--- src/sv/lppd_pkg.sv ---
// ----------------------------------------------------------------------------
// lppd_pkg: shared types and constants of the packet deframer
// Result kinds, the result record and the header and length constants.
// ----------------------------------------------------------------------------
package lppd_pkg;

  localparam int unsigned LEN_W = 20;

  // Header: length, sequence number and protocol id, four bytes each
  localparam logic [LEN_W-1:0] HDR_BYTES = 20'd12;
  localparam logic [LEN_W-1:0] MAX_LEN_RESET = 20'd8192;

  typedef enum logic [1:0] {
    KIND_PAYLOAD = 2'd0,
    KIND_EMPTY   = 2'd1,
    KIND_BAD_LEN = 2'd2,
    KIND_STALE   = 2'd3
  } kind_e;

  typedef struct packed {
    kind_e       kind;
    logic [7:0]  payload_byte;
    logic [31:0] protocol_id;
    logic [31:0] sequence_number;
    logic        first_of_message;
    logic        last_of_message;
  } res_t;

endpackage

--- src/sv/lppd_parser.sv ---
// ----------------------------------------------------------------------------
// lppd_parser: header assembly, length and sequence checks, payload tagging
// Updates the framing state once per accepted byte and forms its result.
// ----------------------------------------------------------------------------
module lppd_parser
  import lppd_pkg::*;
(
  input  logic             clk_i,
  input  logic             rst_ni,
  input  logic             acc_i,
  input  logic [7:0]       byte_i,
  input  logic [LEN_W-1:0] max_len_i,
  output logic             res_valid_o,
  output res_t             res_o
);

  logic [LEN_W-1:0] pos_q, pos_d;
  logic [31:0]      len_q, len_d;
  logic [31:0]      seq_q, seq_d;
  logic [31:0]      proto_q, proto_d;
  logic [31:0]      last_seq_q, last_seq_d;
  logic             skip_q, skip_d;

  logic [31:0]      len_shift, seq_shift, proto_shift;
  logic [LEN_W-1:0] pos_inc;
  logic [LEN_W:0]   pos_plus1;
  logic             bad_len, is_last, is_first;

  // Place a byte into its lane; lane zero starts a fresh word
  function automatic logic [31:0] shift_in(logic [31:0] w, logic [7:0] b,
                                           logic [1:0] lane);
    logic [31:0] r;
    r = w;
    case (lane)
      2'd0:    r = {24'd0, b};
      2'd1:    r = {w[31:16], b, w[7:0]};
      2'd2:    r = {w[31:24], b, w[15:0]};
      default: r = {b, w[23:0]};
    endcase
    return r;
  endfunction

  assign len_shift   = shift_in(len_q, byte_i, pos_q[1:0]);
  assign seq_shift   = shift_in(seq_q, byte_i, pos_q[1:0]);
  assign proto_shift = shift_in(proto_q, byte_i, pos_q[1:0]);
  assign pos_inc     = pos_q + 20'd1;
  assign pos_plus1   = {1'b0, pos_q} + 21'd1;
  assign bad_len     = (len_shift < {12'd0, HDR_BYTES}) || (len_shift > {12'd0, max_len_i});
  assign is_last     = {11'd0, pos_plus1} >= len_q;
  assign is_first    = pos_q == HDR_BYTES;

  always_comb begin
    pos_d       = pos_q;
    len_d       = len_q;
    seq_d       = seq_q;
    proto_d     = proto_q;
    last_seq_d  = last_seq_q;
    skip_d      = skip_q;
    res_valid_o = 1'b0;
    res_o.kind             = KIND_PAYLOAD;
    res_o.payload_byte     = 8'd0;
    res_o.protocol_id      = 32'd0;
    res_o.sequence_number  = 32'd0;
    res_o.first_of_message = 1'b1;
    res_o.last_of_message  = 1'b1;
    if (acc_i) begin
      if (pos_q < 20'd4) begin
        len_d = len_shift;
        if (pos_q == 20'd3 && bad_len) begin
          // drop the header and resync on the next byte
          pos_d       = '0;
          res_valid_o = 1'b1;
          res_o.kind  = KIND_BAD_LEN;
        end else begin
          pos_d = pos_inc;
        end
      end else if (pos_q < 20'd8) begin
        seq_d = seq_shift;
        pos_d = pos_inc;
      end else if (pos_q < HDR_BYTES) begin
        proto_d = proto_shift;
        if (pos_q != HDR_BYTES - 20'd1) begin
          pos_d = pos_inc;
        end else if (seq_q <= last_seq_q) begin
          // stale: report, then swallow any payload
          res_valid_o           = 1'b1;
          res_o.kind            = KIND_STALE;
          res_o.protocol_id     = proto_shift;
          res_o.sequence_number = seq_q;
          if (len_q == {12'd0, HDR_BYTES}) begin
            pos_d  = '0;
            skip_d = 1'b0;
          end else begin
            pos_d  = HDR_BYTES;
            skip_d = 1'b1;
          end
        end else begin
          last_seq_d = seq_q;
          skip_d     = 1'b0;
          if (len_q == {12'd0, HDR_BYTES}) begin
            pos_d                 = '0;
            res_valid_o           = 1'b1;
            res_o.kind            = KIND_EMPTY;
            res_o.protocol_id     = proto_shift;
            res_o.sequence_number = seq_q;
          end else begin
            pos_d = HDR_BYTES;
          end
        end
      end else begin
        if (is_last) begin
          pos_d  = '0;
          skip_d = 1'b0;
        end else begin
          pos_d = pos_inc;
        end
        res_valid_o            = !skip_q;
        res_o.kind             = KIND_PAYLOAD;
        res_o.payload_byte     = byte_i;
        res_o.protocol_id      = proto_q;
        res_o.sequence_number  = seq_q;
        res_o.first_of_message = is_first;
        res_o.last_of_message  = is_last;
      end
    end
  end

  always_ff @(posedge clk_i or negedge rst_ni) begin
    if (!rst_ni) begin
      pos_q      <= '0;
      len_q      <= '0;
      seq_q      <= '0;
      proto_q    <= '0;
      last_seq_q <= '0;
      skip_q     <= 1'b0;
    end else begin
      pos_q      <= pos_d;
      len_q      <= len_d;
      seq_q      <= seq_d;
      proto_q    <= proto_d;
      last_seq_q <= last_seq_d;
      skip_q     <= skip_d;
    end
  end

  a_skip_in_payload: assert property (@(posedge clk_i) disable iff (!rst_ni)
    skip_q |-> pos_q >= HDR_BYTES)
    else $error("payload skip set outside the payload region");

  a_bad_len_resync: assert property (@(posedge clk_i) disable iff (!rst_ni)
    (res_valid_o && res_o.kind == KIND_BAD_LEN) |=> pos_q == '0)
    else $error("no resync after a bad length");

  a_last_seq_rises: assert property (@(posedge clk_i) disable iff (!rst_ni)
    (last_seq_q != $past(last_seq_q)) |-> (last_seq_q > $past(last_seq_q)))
    else $error("last accepted sequence number went backward");

endmodule

--- config.mk ---
export PLATFORM = sky130hd
export DESIGN_NAME = lppd_parser
export DESIGN_NICKNAME = d
export VERILOG_FILES = /design/src/sv/lppd_pkg.sv /design/src/sv/lppd_parser.sv
export SDC_FILE = /design/constraint.sdc
export NUM_CORES = 1
export LEC_CHECK = 0
export ABC_CLOCK_PERIOD_IN_PS = 6500
export BUFFER_PORTS_ARGS = -buffer_cell sky130_fd_sc_hd__buf_2
export CAP_MARGIN = 5
export CORE_UTILIZATION = 48
export DETAILED_ROUTE_END_ITERATION = 10
export GPL_ROUTABILITY_DRIVEN = 0
export GPL_TIMING_DRIVEN = 0
export PLACE_DENSITY = 0.68
export SETUP_SLACK_MARGIN = 0.1
export SLEW_MARGIN = 20
export SYNTH_ARGS = -nofsm -noshare
export SYNTH_HDL_FRONTEND = slang
export SYNTH_SLANG_ARGS = --single-unit
--- constraint.sdc ---
create_clock -name clk_i -period 6.5 [get_ports clk_i]
set_input_delay 1.3 -clock clk_i [delete_from_list [all_inputs] [get_ports clk_i]]
set_output_delay 1.3 -clock clk_i [all_outputs]
set_load 0.02 [all_outputs]
* Yosys cells after proc, flatten, opt, wreduce, memory -nomap -nowiden *
Index checks and enable logic that the tools add are counted.

cells by class
  add/sub/neg operators = 2
  order comparisons = 7
  equal/unequal tests = 7
  muxes and demuxes = 38
  bitwise logic cells = 6
  reduce and logical (&&, ||, !) cells = 15

operators with widths
  kind                                                          count
  case mux 32 bit (3 select lines)                              3
  2-to-1 mux 64 bit                                             4
  2-to-1 mux 76 bit                                             2
  2-to-1 mux 20 bit                                             6
  2-to-1 mux 74 bit                                             1
  less-than comparator 20 x 4 -> 1 bit (second input constant)  2
  == test 32 x 4 -> 1 bit (second input constant)               1
  >= comparator 21 x 32 -> 1 bit                                1
  > comparator 32 x 20 -> 1 bit                                 1
  <= comparator 32 bit                                          1
  less-than comparator 32 x 4 -> 1 bit (second input constant)  1
  adder 20 x 1 -> 21 bit (second input constant)                1
  adder 20 x 1 -> 20 bit (second input constant)                1
  == test 20 x 2 -> 1 bit (second input constant)               1
  == test 20 x 4 -> 1 bit (second input constant)               1
  less-than comparator 20 x 3 -> 1 bit (second input constant)  1
  != test 20 x 4 -> 1 bit (second input constant)               1
  AND reduction 5 bit                                           4
  2-to-1 mux 1 bit                                              14
  2-to-1 mux 2 bit                                              6
  AND reduction 6 bit                                           2
  2-to-1 mux 8 bit                                              1
  inverter 1 bit                                                6
  nonzero test 2 bit                                            3
  other kinds (10)                                              10

storage, ports and cells
  register bits after elaboration = 149
  bits of input ports = 31
  output and inout bits = 77

* Logic depth before layout (Yosys ltp) *
  depth in word-level cells = 9
  depth in mapped cells = 17
  depth with buffers taken out = 15

* Worst setup path after synthesis *
Ideal clock, no wire load.

  path type = input -> output
  from = input port byte_i[2]
  to = output port res_o[75] in the netlist's numbering
  arrival = 3.574 ns
  required time = 5.200 ns
  setup slack = 1.626 ns
  cell stages on the path = 11
  path buffers = 1
  path through = clkbuf_1 -> and2_1 -> a21o_1 -> ha_1 -> nand3_1 -> or4_1 -> a2bb2oi_1 -> o31a_1 -> o31ai_1 -> nor2b_2 -> o21a_1

RTL lines
  item             line               source
  start, declared  lppd_parser.sv:11  input logic [7:0] byte_i,
  end, declared    lppd_parser.sv:14  output res_t res_o

==> impl_summary.log <==
INFO  metric cts_post_setup_buffers_inserted = 0
INFO  metric post_cts_resized = 0
INFO  metric worst_hold_slack = 0.483 ns
INFO  metric cts_made_buffers = 17
INFO  metric grt_first_pass_wirelength = 42,800 um
INFO  metric detail_route.first_pass.iterations = 5
INFO  metric setup-violations-final = 0
INFO  metric layout_worst_path_cycle_share = 93.9%
INFO  metric setup_tns = 0 ns
INFO  metric tritoncts_clock_tree = done
INFO  metric gr-total-overflow = 0
INFO  metric synth_flop_cell = sky130_fd_sc_hd__dfrtp_1
INFO  metric worstSetupStartpointType = flip-flop
INFO  metric tritoncts_num_sinks = 149
INFO  metric p_seq_share = 31.1%
INFO  metric die_h = 143 um
INFO  metric io-pin-count = 108
INFO  metric sw_frac_of_total = 44.3%
INFO  metric critPathLaunch = pos_q[0]
INFO  metric clk_path_buf_depth = 2
INFO  metric post_dp_cell_area = 10,500 um^2
INFO  metric maxCapViolCount = 0
INFO  metric area_delta_synth_final = 15.7%
INFO  metric die-width = 143 um
INFO  metric ys_async_sr_fraction = 100%
INFO  metric synth_largest_type_area_fraction = 39.0%
INFO  metric ys.warnings.count = 0
INFO  metric p_sw = 2.07 mW
INFO  metric intPower = 2.60 mW
INFO  metric die-area = 20,500 um^2
INFO  metric clock-root-buffer = sky130_fd_sc_hd__clkbuf_16
INFO  metric number_of_hold_violations_in_the_final_report = 0
INFO  metric p_leak = 5.62 nW
INFO  metric ant_nets = 0
INFO  metric worst_ep_required_time = 5.20 ns
INFO  metric worst_tran_pin_value = 0.834 ns
INFO  metric rows = 51
INFO  metric post_synth_instance_area = 9560 um^2
INFO  metric netlist-cell-type-count = 74
INFO  metric numPortBuffers = 107
INFO  metric initial_utilization = 49.1%
INFO  metric timing.rr.start = pos_q[0]
INFO  metric number_of_pins_exceeding_their_max_slew_limit_in_the_final_report = 0
INFO  metric final.setup_skew = 0.0130 ns
INFO  metric finalCoreUtilization = 56.8%
INFO  metric grt_pass1_vias = 8,075
INFO  metric synth_nets = 1,169
INFO  metric ys_ff_latch = 149
INFO  metric clk-insertion-delay-late = 0.44 ns
INFO  metric ys_seq_area_share = 39.0%
INFO  metric final_cells = 1,466
INFO  metric htreeDepth = 4
INFO  metric clock_power_share = 21.6%
INFO  metric synth_top_cells_by_area = sky130_fd_sc_hd__dfrtp_1 (39%), sky130_fd_sc_hd__ha_1 (10%), sky130_fd_sc_hd__nand2_1 (4.1%)
INFO  metric timing.slew.headroom = 44.4%
INFO  metric final_net_count = 1,296
INFO  metric detail_route.vias_per_cell = 5.70
INFO  metric number_of_drc_violations_after_detailed_routing = 0
INFO  metric cell_taking_the_most_area_after_synthesis = sky130_fd_sc_hd__dfrtp_1
INFO  metric syn-mean-instance-area = 9.01 um^2
INFO  metric pwr-share-comb = 47.2%
INFO  metric postLayoutCellArea = 11,100 um^2
INFO  metric category_of_the_most_critical_setup_path = flip-flop to primary output
INFO  metric diodes_inserted = 0
INFO  metric max_freq = 164 MHz
INFO  metric grt_setup_unrepaired = no
INFO  metric detail_route.iter0.violations = 528
INFO  metric drt-wirelength-per-cell = 18.3 um
INFO  metric dpl.cell_count = 1,434
INFO  metric grt_antenna_before_repair = 0
INFO  metric cts.clk_slew.worst_paths = 0.07 ns
INFO  metric outcome = completed
INFO  metric synth_enable_flop_cells = 0
INFO  metric syn_inst = 1,061
INFO  metric post_route_cells_drive_above_1_share = 18.3%
INFO  metric cts_hold_buf = 0
INFO  metric critPathArrivalTime = 4.80 ns
INFO  metric totalWireLength = 26,900 um
INFO  metric worstHoldPathType = flip-flop to flip-flop
INFO  metric globalRouteTotalUtil = 27.8%
INFO  metric power_density_cells = 422 nW/um^2
INFO  metric vias = 8,360
INFO  metric pin_count_of_the_biggest_net_entering_global_routing = 78
INFO  metric irDropWorstVdd = 0.000222 V
INFO  metric final_period_minus_worst_setup_slack = 6.10 ns
INFO  metric hpwl = 20,000 um
INFO  metric timing.critical_path.fanout_max = 10
INFO  metric hold_path_startpoint = len_q[30]
INFO  metric coreArea = 19,500 um^2
INFO  metric crit_path_end_kind = primary output
## kinds of logic (layout without fill, tap and decap cells)
| family | after synthesis | count (layout) | share of synthesized area (%) |
|---|---|---|---|
| adders and majority gates | 77 | 77 | 10.1 |
| buffers and inverters | 155 | 295 | 7.05 |
| AOI/OAI and AO/OA | 239 | 239 | 17.0 |
| DFF | 149 | 149 | 39.0 |
| muxes | 37 | 37 | 4.25 |
| and+or+nand+nor | 370 | 370 | 19.5 |
| xor gates and xnor gates | 34 | 34 | 3.11 |
## registers in the layout, summed over array words and instances, names as in the netlist
| signal | count |
|---|---|
| last_seq_q | 32 |
| len_q | 32 |
| pos_q | 20 |
| proto_q | 32 |
| seq_q | 32 |
| skip_q | 1 |
## worst paths after layout
check	to	slack [ns]	cells past startpoint
min in group asynchronous	last_seq_q[8]	0.81	1
min	len_q[30]	0.48	1
max reg2reg	pos_q[2]	2.21	16
max in group asynchronous	len_q[29]	4.91	2
max	res_o[75]	0.40	16
min reg2reg	len_q[30]	0.48	1
## through the flow
step / power [mW] / setup slack (ns)
finish: 4.67 / 0.395
floorplan: 2.97 / 1.63
global route: 5.01 / 0.258
CTS: 4.65 / 0.438
global placement: 3.58 / 0.476
detailed placement: 3.64 / 0.476
## cell usage in the layout, fill, tap and decap left out, drive strengths merged, types with 8 or more instances in the layout
cell type	count
nand4	19
and3	17
a32o	15
o211ai	12
nor3	9
a22oi	11
nand2b	8
mux2i	8
mux2	29
nor2	85
nand3	27
nor2b	10
clkbuf	51
ha	77
inv	94
o21ai	68
buf	145
dfrtp	149
a22o	22
nand2	105
nor4	11
a21oi	56
xor2	28
and2	51
## area by class of cell
cell class / count / area [um^2]
fillers: 1750 / 8400
multi-input cells: 757 / 5160
flip-flops and latches: 149 / 3730
repair buffers: 108 / 573
clock buffers: 18 / 439
plain buffers: 70 / 355
well taps: 265 / 332
inverters: 85 / 319
clock inverters: 14 / 155
## synthesized netlist by cell type (3+ instances only)
library cell,instances
sky130_fd_sc_hd__dfrtp_1,149
sky130_fd_sc_hd__nand2_1,105
sky130_fd_sc_hd__inv_1,85
sky130_fd_sc_hd__nor2_1,85
sky130_fd_sc_hd__ha_1,77
sky130_fd_sc_hd__o21ai_0,63
sky130_fd_sc_hd__a21oi_1,55
sky130_fd_sc_hd__and2_1,51
sky130_fd_sc_hd__clkbuf_1,32
sky130_fd_sc_hd__mux2_2,29
sky130_fd_sc_hd__xor2_1,28
sky130_fd_sc_hd__nand3_1,27
sky130_fd_sc_hd__buf_2,25
sky130_fd_sc_hd__a22o_1,21
sky130_fd_sc_hd__nand4_1,18
sky130_fd_sc_hd__and3_1,17
sky130_fd_sc_hd__a32o_1,15
sky130_fd_sc_hd__o211ai_1,12
sky130_fd_sc_hd__a22oi_1,11
sky130_fd_sc_hd__nor4_1,11
sky130_fd_sc_hd__nor2b_1,9
sky130_fd_sc_hd__mux2i_1,8
sky130_fd_sc_hd__nand2b_1,8
sky130_fd_sc_hd__nor3_1,8
sky130_fd_sc_hd__a32oi_1,7
sky130_fd_sc_hd__buf_6,7
sky130_fd_sc_hd__a21o_1,6
sky130_fd_sc_hd__and4_1,6
sky130_fd_sc_hd__xnor2_1,6
sky130_fd_sc_hd__a31oi_1,5
sky130_fd_sc_hd__a211oi_1,4
sky130_fd_sc_hd__or3_1,4
sky130_fd_sc_hd__buf_1,3
sky130_fd_sc_hd__o2111ai_1,3
sky130_fd_sc_hd__o21a_1,3
sky130_fd_sc_hd__o21ai_1,3
sky130_fd_sc_hd__o21bai_1,3
sky130_fd_sc_hd__o22ai_1,3
sky130_fd_sc_hd__or4_1,3
## power by group through the flow
stage,clock network (mW),registers (mW),logic (mW)
2_1_floorplan,0,1.38,1.59
3_3_place_gp,0,1.45,2.12
3_5_place_dp,0,1.46,2.17
4_1_cts,1.02,1.44,2.19
5_1_grt,1.06,1.49,2.46
6_report,1.01,1.45,2.21
## worst max-delay path: stages, from the launching register on
cell and delay [ns]:
sky130_fd_sc_hd__dfrtp_1 0.47, sky130_fd_sc_hd__inv_1 0.13, sky130_fd_sc_hd__ha_1 0.22, sky130_fd_sc_hd__buf_2 0.20, sky130_fd_sc_hd__or2_2 0.28, sky130_fd_sc_hd__buf_2 0.18
sky130_fd_sc_hd__clkbuf_1 0.29, sky130_fd_sc_hd__a21o_1 0.29, sky130_fd_sc_hd__ha_1 0.27, sky130_fd_sc_hd__nand3_1 0.11, sky130_fd_sc_hd__or4_1 0.57, sky130_fd_sc_hd__a2bb2oi_1 0.17
sky130_fd_sc_hd__o31a_1 0.16, sky130_fd_sc_hd__o31ai_1 0.48, sky130_fd_sc_hd__nor2b_2 0.13, sky130_fd_sc_hd__o21a_1 0.24, sky130_fd_sc_hd__buf_2 0.16
## routing by layer
| metal | track usage (%) | part of all wire, % | up-vias |
|---|---|---|---|
| met5 | 0 | 0 | - |
| met4 | 12.6 | 3.5 | 0 |
| met3 | 4.96 | 5.9 | 56 |
| met2 | 45.3 | 47 | 289 |
| met1 | 35.9 | 43 | 4033 |
| li1 | - | - | 3982 |
Note: power is estimated with default switching activity, not from simulation.
